File: src/hdl/dqpb_pkg.sv
package dqpb_pkg;

  localparam int CFG_W       = 16;
  localparam int CFG_IDX_W   = 3;
  localparam int HDR_BYTES   = 12;
  localparam int TRL_BYTES   = 5;
  localparam int CNT_W       = 4;

  localparam logic [7:0] SEPARATOR = 8'h2E;

  localparam logic [CFG_IDX_W-1:0] CFG_IDX_QUERY_ID  = 3'd0;
  localparam logic [CFG_IDX_W-1:0] CFG_IDX_OPCODE    = 3'd1;
  localparam logic [CFG_IDX_W-1:0] CFG_IDX_RECURSION = 3'd2;
  localparam logic [CFG_IDX_W-1:0] CFG_IDX_QTYPE     = 3'd3;
  localparam logic [CFG_IDX_W-1:0] CFG_IDX_QCLASS    = 3'd4;

  typedef struct packed {
    logic [15:0] id_word;
    logic [3:0]  opcode;
    logic        rd_flag;
    logic [15:0] qtype;
    logic [15:0] qclass;
  } cfg_t;

endpackage

File: src/hdl/dns_query_packet_builder_core.sv
// dns query packet builder
// in_*  : one name character per transaction, in_tdata = name_char, in_tlast
//         on the final character of the name; '.' separates labels
// out_* : one packet byte per transaction in wire order, out_tlast on the
//         class low byte, out_tuser set there when a label was truncated
// cfg_* : register writes (query id, opcode, recursion bit, type, class),
//         to be issued only while no packet is in flight
// an ordinary character goes straight into the label ram unless the label
// is full. the first character of a packet adds 12 header bytes, a
// separator replays the label (length byte, then the ram is read one byte
// per cycle unless the output stalls, next address issued as each byte
// leaves), the final character adds the last label plus 5 trailer bytes.
// the first output byte passes the header state, then the output register.
// a stall on out_tready freezes the sequencer; the output register keeps
// its byte and input is refused until the sequencer is back to idle.
// reset clears the sequencer, the fill count and the packet flags and
// loads the register defaults; the label ram is not cleared.
module dns_query_packet_builder_core #(
  parameter int LABEL_MAX = 32
) (
  input  logic                           clk,
  input  logic                           rst_n,
  input  logic                           in_tvalid,
  output logic                           in_tready,
  input  logic [7:0]                     in_tdata,   // name_char
  input  logic                           in_tlast,   // name_end
  output logic                           out_tvalid,
  input  logic                           out_tready,
  output logic [7:0]                     out_tdata,  // packet_byte
  output logic                           out_tlast,  // packet_last
  output logic                           out_tuser,  // label_overflow
  input  logic                           cfg_we,
  input  logic [dqpb_pkg::CFG_IDX_W-1:0] cfg_index,
  input  logic [dqpb_pkg::CFG_W-1:0]     cfg_wdata
);

  localparam int FW = $clog2(LABEL_MAX + 1);
  localparam int AW = (LABEL_MAX > 1) ? $clog2(LABEL_MAX) : 1;
  localparam int CW = dqpb_pkg::CNT_W;

  localparam logic [2:0] ST_IDLE = 3'd0;
  localparam logic [2:0] ST_HDR  = 3'd1;
  localparam logic [2:0] ST_LEN  = 3'd2;
  localparam logic [2:0] ST_DAT  = 3'd3;
  localparam logic [2:0] ST_TRL  = 3'd4;

  dqpb_pkg::cfg_t cfg;

  logic [2:0]    state_r, state_nxt;
  logic [CW-1:0] cnt_r, cnt_nxt;
  logic [FW-1:0] fill_r, fill_nxt;
  logic [FW-1:0] k_r, k_nxt;
  logic          open_r, open_nxt;
  logic          ovf_r, ovf_nxt;
  logic          sep_r, sep_nxt;
  logic          last_r, last_nxt;

  logic          out_valid_r, out_valid_nxt;
  logic [7:0]    out_data_r, out_data_nxt;
  logic          out_last_r, out_last_nxt;
  logic          out_ovf_r, out_ovf_nxt;

  logic          ram_we, ram_re;
  logic [AW-1:0] ram_waddr, ram_raddr;
  logic [7:0]    ram_rdata;

  logic          in_acc, out_free, emit;
  logic          in_sep;
  logic [FW-1:0] k_inc;
  logic [7:0]    hdr_byte, trl_byte;

  dqpb_cfg u_cfg (
    .clk   (clk),
    .rst_n (rst_n),
    .we    (cfg_we),
    .index (cfg_index),
    .wdata (cfg_wdata),
    .cfg   (cfg)
  );

  dqpb_ram #(
    .WIDTH (8),
    .DEPTH (LABEL_MAX)
  ) u_label_ram (
    .clk   (clk),
    .we    (ram_we),
    .waddr (ram_waddr),
    .wdata (in_tdata),
    .re    (ram_re),
    .raddr (ram_raddr),
    .rdata (ram_rdata)
  );

  // where to go once a character has been stored and any header sent
  function automatic logic [2:0] route_char(input logic sep, input logic last,
                                            input logic have_label);
    logic [2:0] r;
    r = ST_IDLE;
    if (sep || last) begin
      if (have_label) begin
        r = ST_LEN;
      end else if (last) begin
        r = ST_TRL;
      end
    end
    return r;
  endfunction

  assign in_tready = (state_r == ST_IDLE);
  assign in_acc    = in_tvalid && in_tready;
  assign out_free  = !out_valid_r || out_tready;
  assign in_sep    = (in_tdata == dqpb_pkg::SEPARATOR);
  assign k_inc     = k_r + FW'(1);

  always_comb begin
    case (cnt_r)
      4'd0:    hdr_byte = cfg.id_word[15:8];
      4'd1:    hdr_byte = cfg.id_word[7:0];
      4'd2:    hdr_byte = {1'b0, cfg.opcode, 2'b00, cfg.rd_flag};
      4'd5:    hdr_byte = 8'd1;
      default: hdr_byte = 8'd0;
    endcase
    case (cnt_r)
      4'd1:    trl_byte = cfg.qtype[15:8];
      4'd2:    trl_byte = cfg.qtype[7:0];
      4'd3:    trl_byte = cfg.qclass[15:8];
      4'd4:    trl_byte = cfg.qclass[7:0];
      default: trl_byte = 8'd0;
    endcase
  end

  always_comb begin
    state_nxt    = state_r;
    cnt_nxt      = cnt_r;
    fill_nxt     = fill_r;
    k_nxt        = k_r;
    open_nxt     = open_r;
    ovf_nxt      = ovf_r;
    sep_nxt      = sep_r;
    last_nxt     = last_r;
    emit         = 1'b0;
    out_data_nxt = out_data_r;
    out_last_nxt = out_last_r;
    out_ovf_nxt  = out_ovf_r;
    ram_we       = 1'b0;
    ram_waddr    = fill_r[AW-1:0];
    ram_re       = 1'b0;
    ram_raddr    = '0;

    case (state_r)
      ST_IDLE: begin
        if (in_acc) begin
          sep_nxt  = in_sep;
          last_nxt = in_tlast;
          open_nxt = 1'b1;
          if (!open_r) begin
            ovf_nxt = 1'b0;
          end
          // label ram is written only here, never while a label is replayed
          if (!in_sep) begin
            if (fill_r < FW'(LABEL_MAX)) begin
              ram_we   = 1'b1;
              fill_nxt = fill_r + FW'(1);
            end else begin
              ovf_nxt = 1'b1;
            end
          end
          if (!open_r) begin
            state_nxt = ST_HDR;
            cnt_nxt   = '0;
          end else begin
            state_nxt = route_char(in_sep, in_tlast, fill_nxt != '0);
            cnt_nxt   = '0;
          end
        end
      end
      ST_HDR: begin
        if (out_free) begin
          emit         = 1'b1;
          out_data_nxt = hdr_byte;
          out_last_nxt = 1'b0;
          out_ovf_nxt  = 1'b0;
          cnt_nxt      = cnt_r + CW'(1);
          if (cnt_r == CW'(dqpb_pkg::HDR_BYTES - 1)) begin
            state_nxt = route_char(sep_r, last_r, fill_r != '0);
            cnt_nxt   = '0;
          end
        end
      end
      ST_LEN: begin
        if (out_free) begin
          emit         = 1'b1;
          out_data_nxt = 8'(fill_r);
          out_last_nxt = 1'b0;
          out_ovf_nxt  = 1'b0;
          ram_re       = 1'b1;
          ram_raddr    = '0;
          k_nxt        = '0;
          state_nxt    = ST_DAT;
        end
      end
      ST_DAT: begin
        if (out_free) begin
          emit         = 1'b1;
          out_data_nxt = ram_rdata;
          out_last_nxt = 1'b0;
          out_ovf_nxt  = 1'b0;
          if (k_inc < fill_r) begin
            ram_re    = 1'b1;
            ram_raddr = k_inc[AW-1:0];
            k_nxt     = k_inc;
          end else begin
            fill_nxt  = '0;
            cnt_nxt   = '0;
            state_nxt = last_r ? ST_TRL : ST_IDLE;
          end
        end
      end
      ST_TRL: begin
        if (out_free) begin
          emit         = 1'b1;
          out_data_nxt = trl_byte;
          out_last_nxt = 1'b0;
          out_ovf_nxt  = 1'b0;
          cnt_nxt      = cnt_r + CW'(1);
          if (cnt_r == CW'(dqpb_pkg::TRL_BYTES - 1)) begin
            out_last_nxt = 1'b1;
            out_ovf_nxt  = ovf_r;
            open_nxt     = 1'b0;
            ovf_nxt      = 1'b0;
            fill_nxt     = '0;
            cnt_nxt      = '0;
            state_nxt    = ST_IDLE;
          end
        end
      end
      default: begin
        state_nxt = ST_IDLE;
      end
    endcase

    if (emit) begin
      out_valid_nxt = 1'b1;
    end else if (out_tready) begin
      out_valid_nxt = 1'b0;
    end else begin
      out_valid_nxt = out_valid_r;
    end
  end

  always_ff @(posedge clk) begin
    if (!rst_n) begin
      state_r     <= ST_IDLE;
      cnt_r       <= '0;
      fill_r      <= '0;
      k_r         <= '0;
      open_r      <= 1'b0;
      ovf_r       <= 1'b0;
      sep_r       <= 1'b0;
      last_r      <= 1'b0;
      out_valid_r <= 1'b0;
    end else begin
      state_r     <= state_nxt;
      cnt_r       <= cnt_nxt;
      fill_r      <= fill_nxt;
      k_r         <= k_nxt;
      open_r      <= open_nxt;
      ovf_r       <= ovf_nxt;
      sep_r       <= sep_nxt;
      last_r      <= last_nxt;
      out_valid_r <= out_valid_nxt;
    end
  end

  always_ff @(posedge clk) begin
    out_data_r <= out_data_nxt;
    out_last_r <= out_last_nxt;
    out_ovf_r  <= out_ovf_nxt;
  end

  assign out_tvalid = out_valid_r;
  assign out_tdata  = out_data_r;
  assign out_tlast  = out_last_r;
  assign out_tuser  = out_ovf_r;

  a_fill_bound: assert property (@(posedge clk) disable iff (!rst_n)
    fill_r <= FW'(LABEL_MAX))
    else $error("label fill count beyond label size");

  a_ovf_on_last: assert property (@(posedge clk) disable iff (!rst_n)
    out_tvalid && out_tuser |-> out_tlast)
    else $error("overflow flag away from final byte");

  a_open_hdr: assert property (@(posedge clk) disable iff (!rst_n)
    in_tvalid && in_tready && !open_r |=> state_r == ST_HDR)
    else $error("new packet did not start with a header");

  a_wr_idle: assert property (@(posedge clk) disable iff (!rst_n)
    ram_we |-> state_r == ST_IDLE && !ram_re)
    else $error("label ram written during replay");

  a_no_lost_byte: assert property (@(posedge clk) disable iff (!rst_n)
    out_tvalid && !out_tready |=> out_tvalid && $stable(out_tdata))
    else $error("output byte dropped under stall");

endmodule

File: src/hdl/dqpb_ram.sv
module dqpb_ram #(
  parameter int WIDTH = 8,
  parameter int DEPTH = 32
) (
  input  logic                                    clk,
  input  logic                                    we,
  input  logic [(DEPTH > 1 ? $clog2(DEPTH) : 1)-1:0] waddr,
  input  logic [WIDTH-1:0]                        wdata,
  input  logic                                    re,
  input  logic [(DEPTH > 1 ? $clog2(DEPTH) : 1)-1:0] raddr,
  output logic [WIDTH-1:0]                        rdata
);

  logic [WIDTH-1:0] mem [DEPTH];
  logic [WIDTH-1:0] rdata_r;

  always_ff @(posedge clk) begin
    if (we) begin
      mem[waddr] <= wdata;
    end
    // read data holds while re is low
    if (re) begin
      rdata_r <= mem[raddr];
    end
  end

  assign rdata = rdata_r;

endmodule

File: src/hdl/dqpb_cfg.sv
module dqpb_cfg (
  input  logic                           clk,
  input  logic                           rst_n,
  input  logic                           we,
  input  logic [dqpb_pkg::CFG_IDX_W-1:0] index,
  input  logic [dqpb_pkg::CFG_W-1:0]     wdata,
  output dqpb_pkg::cfg_t                 cfg
);

  dqpb_pkg::cfg_t cfg_r, cfg_nxt;

  always_comb begin
    cfg_nxt = cfg_r;
    if (we) begin
      case (index)
        dqpb_pkg::CFG_IDX_QUERY_ID:  cfg_nxt.id_word = wdata;
        dqpb_pkg::CFG_IDX_OPCODE:    cfg_nxt.opcode  = wdata[3:0];
        dqpb_pkg::CFG_IDX_RECURSION: cfg_nxt.rd_flag = wdata[0];
        dqpb_pkg::CFG_IDX_QTYPE:     cfg_nxt.qtype   = wdata;
        dqpb_pkg::CFG_IDX_QCLASS:    cfg_nxt.qclass  = wdata;
        default: ;
      endcase
    end
  end

  always_ff @(posedge clk) begin
    if (!rst_n) begin
      cfg_r.id_word <= 16'd0;
      cfg_r.opcode  <= 4'd0;
      cfg_r.rd_flag <= 1'b1;
      cfg_r.qtype   <= 16'd1;
      cfg_r.qclass  <= 16'd1;
    end else begin
      cfg_r <= cfg_nxt;
    end
  end

  assign cfg = cfg_r;

endmodule

File: config.mk
export PLATFORM = sky130hd
export DESIGN_NAME = dns_query_packet_builder_core
export DESIGN_NICKNAME = d
export VERILOG_FILES = /design/src/hdl/dqpb_pkg.sv /design/src/hdl/dns_query_packet_builder_core.sv /design/src/hdl/dqpb_ram.sv /design/src/hdl/dqpb_cfg.sv
export SDC_FILE = /design/constraint.sdc
export NUM_CORES = 1
export LEC_CHECK = 0
export BUFFER_PORTS_ARGS = -buffer_cell sky130_fd_sc_hd__buf_2
export CELL_PAD_IN_SITES_DETAIL_PLACEMENT = 1
export CELL_PAD_IN_SITES_GLOBAL_PLACEMENT = 1
export CORE_ASPECT_RATIO = 0.9
export CORE_MARGIN = 3
export CORE_UTILIZATION = 35
export CTS_BUF_LIST = sky130_fd_sc_hd__clkbuf_8 sky130_fd_sc_hd__clkbuf_16
export DETAILED_ROUTE_END_ITERATION = 6
export GPL_TIMING_DRIVEN = 1
export HOLD_SLACK_MARGIN = 0.03
export PLACE_DENSITY = 0.58
export RECOVER_POWER = 50
export SETUP_SLACK_MARGIN = 0.02
export SLEW_MARGIN = 10
export SYNTH_ARGS = -nofsm -noshare
export SYNTH_HDL_FRONTEND = slang
export SYNTH_SLANG_ARGS = --single-unit
File: constraint.sdc
create_clock -name clk -period 3.3 [get_ports clk]
set_input_delay 0.33 -clock clk [delete_from_list [all_inputs] [get_ports clk]]
set_output_delay 0.33 -clock clk [all_outputs]
set_load 0.1 [all_outputs]
==> impl_metrics.xml <==
<?xml version="1.0" encoding="UTF-8"?>
<metrics>
  <group name="outcome">
    <metric name="outcome" unit="">complete, but fails checks</metric>
    <metric name="violations_in_the_final_reports" unit="">capacitance limit, slew limit</metric>
  </group>
  <group name="critical_path">
    <metric name="timing.setup.critical_path_class" unit="">reg2reg</metric>
    <metric name="timing.critical_path.max_delay_family" unit="">buffers and inverters</metric>
    <metric name="critical_path.n_buffers_inverters" unit="">5</metric>
    <metric name="arrival" unit="ps">3540</metric>
    <metric name="timing.critical_path.slowest_cell_delay" unit="ps">370</metric>
    <metric name="worst_ep_required_time" unit="ps">3610</metric>
    <metric name="cpMaxStageDelayCell" unit="">dfxtp_4</metric>
    <metric name="timing.critical_path.cells" unit="">ha_4, nand3_1, xor2_1, inv_1, ha_4, buf_4, nand2_4, o211ai_1, buf_4, nor2_4, nand2_4, clkbuf_16, buf_12, a21oi_4, a2111oi_4, o32a_1</metric>
    <metric name="critical_path.startpoint" unit="">k_r[0]</metric>
    <metric name="reg2reg_from" unit="">k_r[0]</metric>
    <metric name="reg2reg_setup_slack" unit="ps">70</metric>
    <metric name="worstSetupStartpointType" unit="">flop</metric>
    <metric name="crit_path_end_kind" unit="">flop</metric>
    <metric name="worstPathMaxFanout" unit="">5</metric>
  </group>
  <group name="timing">
    <metric name="final-setup-viol-count" unit="">0</metric>
    <metric name="rsz0062_at_grt" unit="">true</metric>
    <metric name="timing.final.max_slew_violations" unit="">264</metric>
    <metric name="timing.fmax" unit="MHz">310</metric>
    <metric name="hold_viol_final" unit="">0</metric>
    <metric name="maxSlewHeadroom" unit="%">-40.7</metric>
    <metric name="final_min_period" unit="ps">3230</metric>
    <metric name="max_slew.worst_pin.slew" unit="ps">2110</metric>
    <metric name="final.setup.worst_slack" unit="ps">72.8</metric>
    <metric name="timing.clock.skew" unit="ps">13.7</metric>
    <metric name="final_cycle_share" unit="%">97.8</metric>
  </group>
  <group name="synthesis">
    <metric name="synth_nets" unit="">1319</metric>
    <metric name="area_fraction_in_compound_gates_after_synthesis" unit="%">15.8</metric>
    <metric name="synth_async_sr_flop_share" unit="%">0</metric>
    <metric name="post_synth_fa_ha_maj_area_fraction" unit="%">1.16</metric>
    <metric name="synth.mux.area_fraction" unit="%">1.73</metric>
    <metric name="ys_types" unit="">80</metric>
    <metric name="synth_edf_count" unit="">274</metric>
    <metric name="synthTopCellsByCount" unit="">274 x edfxtp_1, 199 x nand2_1, 118 x nor2_1</metric>
    <metric name="yosys_warnings" unit="">0</metric>
    <metric name="synthTopCellsByArea" unit="">edfxtp_1 54%, dfxtp_1 10%, nand2_1 4.9%, nor2_1 2.9%, a21boi_0 2.6%</metric>
    <metric name="mappedNetlistArea" unit="um^2">15100</metric>
    <metric name="yosys.area_share.simple" unit="%">13.4</metric>
    <metric name="synth-xor-area-share" unit="%">0.522</metric>
    <metric name="postSynthAreaPerCell" unit="um^2">11.9</metric>
    <metric name="synthFlopType" unit="">edfxtp_1</metric>
    <metric name="synth_largest_area_cell" unit="">edfxtp_1</metric>
    <metric name="synthesis.instances" unit="">1272</metric>
    <metric name="synth.most_common_cell" unit="">edfxtp_1</metric>
    <metric name="synth_seq_cells" unit="">351</metric>
    <metric name="yosysSeqAreaShare" unit="%">64.7</metric>
    <metric name="largest_family_of_logic_cells_by_synthesized_area" unit="">compound AO/OA/AOI/OAI gates</metric>
    <metric name="synth_top_area_share" unit="%">54.5</metric>
  </group>
  <group name="layout">
    <metric name="area.growth.synth_to_final" unit="%">22.9</metric>
    <metric name="finalNetCount" unit="">1493</metric>
    <metric name="drive_gt1_share" unit="%">21.3</metric>
    <metric name="fill_cells" unit="">4459</metric>
    <metric name="antenna_cells" unit="">0</metric>
    <metric name="layoutNonFillerInstCount" unit="">2023</metric>
  </group>
  <group name="die">
    <metric name="die-height" unit="um">203</metric>
    <metric name="core-area" unit="um^2">42200</metric>
    <metric name="design.die.area" unit="um^2">45700</metric>
    <metric name="placementRows" unit="">71</metric>
    <metric name="i_o_pins" unit="">45</metric>
    <metric name="floorplan.initialDensity" unit="%">35.8</metric>
    <metric name="chipWidth" unit="um">225</metric>
  </group>
  <group name="global_routing">
    <metric name="grt-ovfl-total" unit="">0</metric>
    <metric name="gr_busiest_metal" unit="">met2</metric>
    <metric name="global_route.usage.met1" unit="%">32.2</metric>
    <metric name="groute.layer.met2.usage" unit="%">34.0</metric>
    <metric name="grt_pass1_wl" unit="mm">74.7</metric>
    <metric name="grt_max_degree" unit="">43</metric>
    <metric name="grt_antenna_before_repair" unit="">1</metric>
    <metric name="groute.layer.met3.usage" unit="%">3.60</metric>
    <metric name="global_route_usage_sum" unit="%">21.9</metric>
    <metric name="first_global_vias" unit="">11300</metric>
  </group>
  <group name="clock_network">
    <metric name="root_buffer" unit="">clkbuf_16</metric>
    <metric name="clock_tree_from_tritoncts" unit="">yes</metric>
    <metric name="cts_max_path_buffers" unit="">3</metric>
    <metric name="cts.reportedPaths.clkPinSlew" unit="ps">60</metric>
    <metric name="cts_inserted_buffers" unit="">39</metric>
    <metric name="clk-insertion-delay-late" unit="ps">560</metric>
    <metric name="clock_tree.htree_level_count" unit="">2</metric>
    <metric name="cts.sink_count" unit="">351</metric>
  </group>
  <group name="run">
    <metric name="count_of_maximum_capacitance_violations" unit="">8</metric>
  </group>
  <group name="min_path">
    <metric name="hold_class" unit="">in2reg</metric>
    <metric name="min-delay-start" unit="">cfg_wdata[12]</metric>
  </group>
  <group name="routing">
    <metric name="routed_wire_length_per_instance" unit="um">25.1</metric>
    <metric name="route.detailed.drc" unit="">0</metric>
    <metric name="drt-vias-per-instance" unit="">5.55</metric>
    <metric name="drt_pre_antenna_iters" unit="">5</metric>
    <metric name="antenna_left" unit="">0</metric>
    <metric name="drt_iter0_markers" unit="">1066</metric>
    <metric name="totalWireLength" unit="mm">50.9</metric>
    <metric name="vias" unit="">11200</metric>
  </group>
  <group name="placement">
    <metric name="port-buffer-count" unit="">44</metric>
    <metric name="gpl.final_weighted_congestion" unit="">0.846</metric>
    <metric name="post-place-ws" unit="ps">-579</metric>
    <metric name="detailedPlacementHpwl" unit="mm">33.9</metric>
    <metric name="place.detailed.instances" unit="">1932</metric>
  </group>
  <group name="power_and_ir_drop">
    <metric name="peakVddDrop" unit="V">0.000375</metric>
    <metric name="leakagePower" unit="uW">0.00641</metric>
    <metric name="p_per_cell_area" unit="nW/um^2">600</metric>
  </group>
</metrics>
worst paths after layout:
kind | endpoint | cells after the start
worst min-delay path | u_cfg.cfg[49] | 3
worst min register to register | u_cfg.cfg[51] | 2
worst max-delay path | u_label_ram.rdata[2] | 16
worst max register to register | u_label_ram.rdata[2] | 16
cells in the final DEF (no fill, tap or decap), types with 7 or more instances in the layout:
| cell type | n |
|---|---|
| a221oi_1 | 8 |
| o21ai_0 | 31 |
| edfxtp_1 | 274 |
| buf_12 | 12 |
| o22ai_1 | 16 |
| clkinv_1 | 10 |
| nand3_1 | 23 |
| a21oi_1 | 62 |
| inv_1 | 25 |
| a31o_2 | 16 |
| nor2_1 | 116 |
| nand2b_1 | 9 |
| buf_2 | 32 |
| a22oi_1 | 14 |
| clkbuf_16 | 41 |
| and3_1 | 21 |
| a211oi_1 | 23 |
| mux2i_1 | 25 |
| o211ai_1 | 13 |
| nor2b_1 | 15 |
| dlygate4sd3_1 | 7 |
| clkbuf_1 | 21 |
| a211o_1 | 9 |
| a21boi_0 | 52 |
| buf_4 | 129 |
| nand2_1 | 196 |
| ha_1 | 10 |
| o21ai_1 | 9 |
| and2_1 | 10 |
| dfxtp_1 | 74 |
| a31oi_1 | 7 |
| nor3_1 | 8 |
state kept, by name, summed over array words and instances (netlist names):
signal,flops
u_label_ram.mem,256
u_cfg.cfg,53
out_tdata,8
u_label_ram.rdata,8
fill_r,6
k_r,6
cnt_r,4
state_r,3
last_r,1
open_r,1
out_tlast,1
out_tuser,1
out_tvalid,1
ovf_r,1
sep_r,1
worst register-to-register path, cell delays in order, from the launching register on:
cell and delay (ps):
dfxtp_4 370, ha_4 130, nand3_1 80, xor2_1 220, inv_1 120, ha_4 220
buf_4 140, nand2_4 60, o211ai_1 110, buf_4 200, nor2_4 220, nand2_4 160
clkbuf_16 220, buf_12 130, a21oi_4 170, a2111oi_4 70, o32a_1 360
per-stage QoR:
step	hold slack (ps)	util [%]	setup TNS (ps)	cell area [um^2]	power, uW
finish	55.6	44.0	0	18600	11100
global route	56.3	44.0	-91.4	18600	11600
CTS	32.6	43.1	-5.83	18200	11200
detailed placement	460	40.0	-1410	16900	7170
global placement	450	40.0	-1790	16900	7150
floorplan	429	-	0	15100	6340
logic make-up after synthesis:
| family | count (synthesis) |
|---|---|
| mux | 26 |
| flops | 351 |
| buf+inv | 91 |
| compound gates | 337 |
| xor+xnor | 9 |
| simple gates | 444 |
| fa+ha+maj | 14 |
cell type report:
cell class	count	area (um^2)	share of cell area, %
flip-flops and latches	351	9780	52.7
multi-input cells	830	5260	28.4
inverters	16	63.8	0.344
clock buffers	41	1000	5.41
repair buffers	208	1620	8.75
clock inverters	30	149	0.802
well taps	547	684	3.69
layer usage:
| metal | up-vias | wire length, um |
|---|---|---|
| li1 | 5101 | - |
| met1 | 5808 | 24000 |
| met2 | 264 | 23400 |
| met3 | 49 | 2730 |
| met4 | 0 | 736 |
| met5 | - | 0 |
what timing repair did:
item                                   4_1_cts  5_1_grt
cloned                                       0        3
resized for setup                           25       52
setup endpoints to repair                   11       24
endpoints found under the hold margin       11        0
pin swaps                                    2       17
buffers inserted                             0       10
hold buffers                                 7        0
power by group:
group	internal, uW	switching (uW)	total [uW]
Clock	2200	1820	4030
Combinational	529	1520	2050
Sequential	4970	104	5070
Total	7700	3450	11100
(Power assumes the default switching activity.)
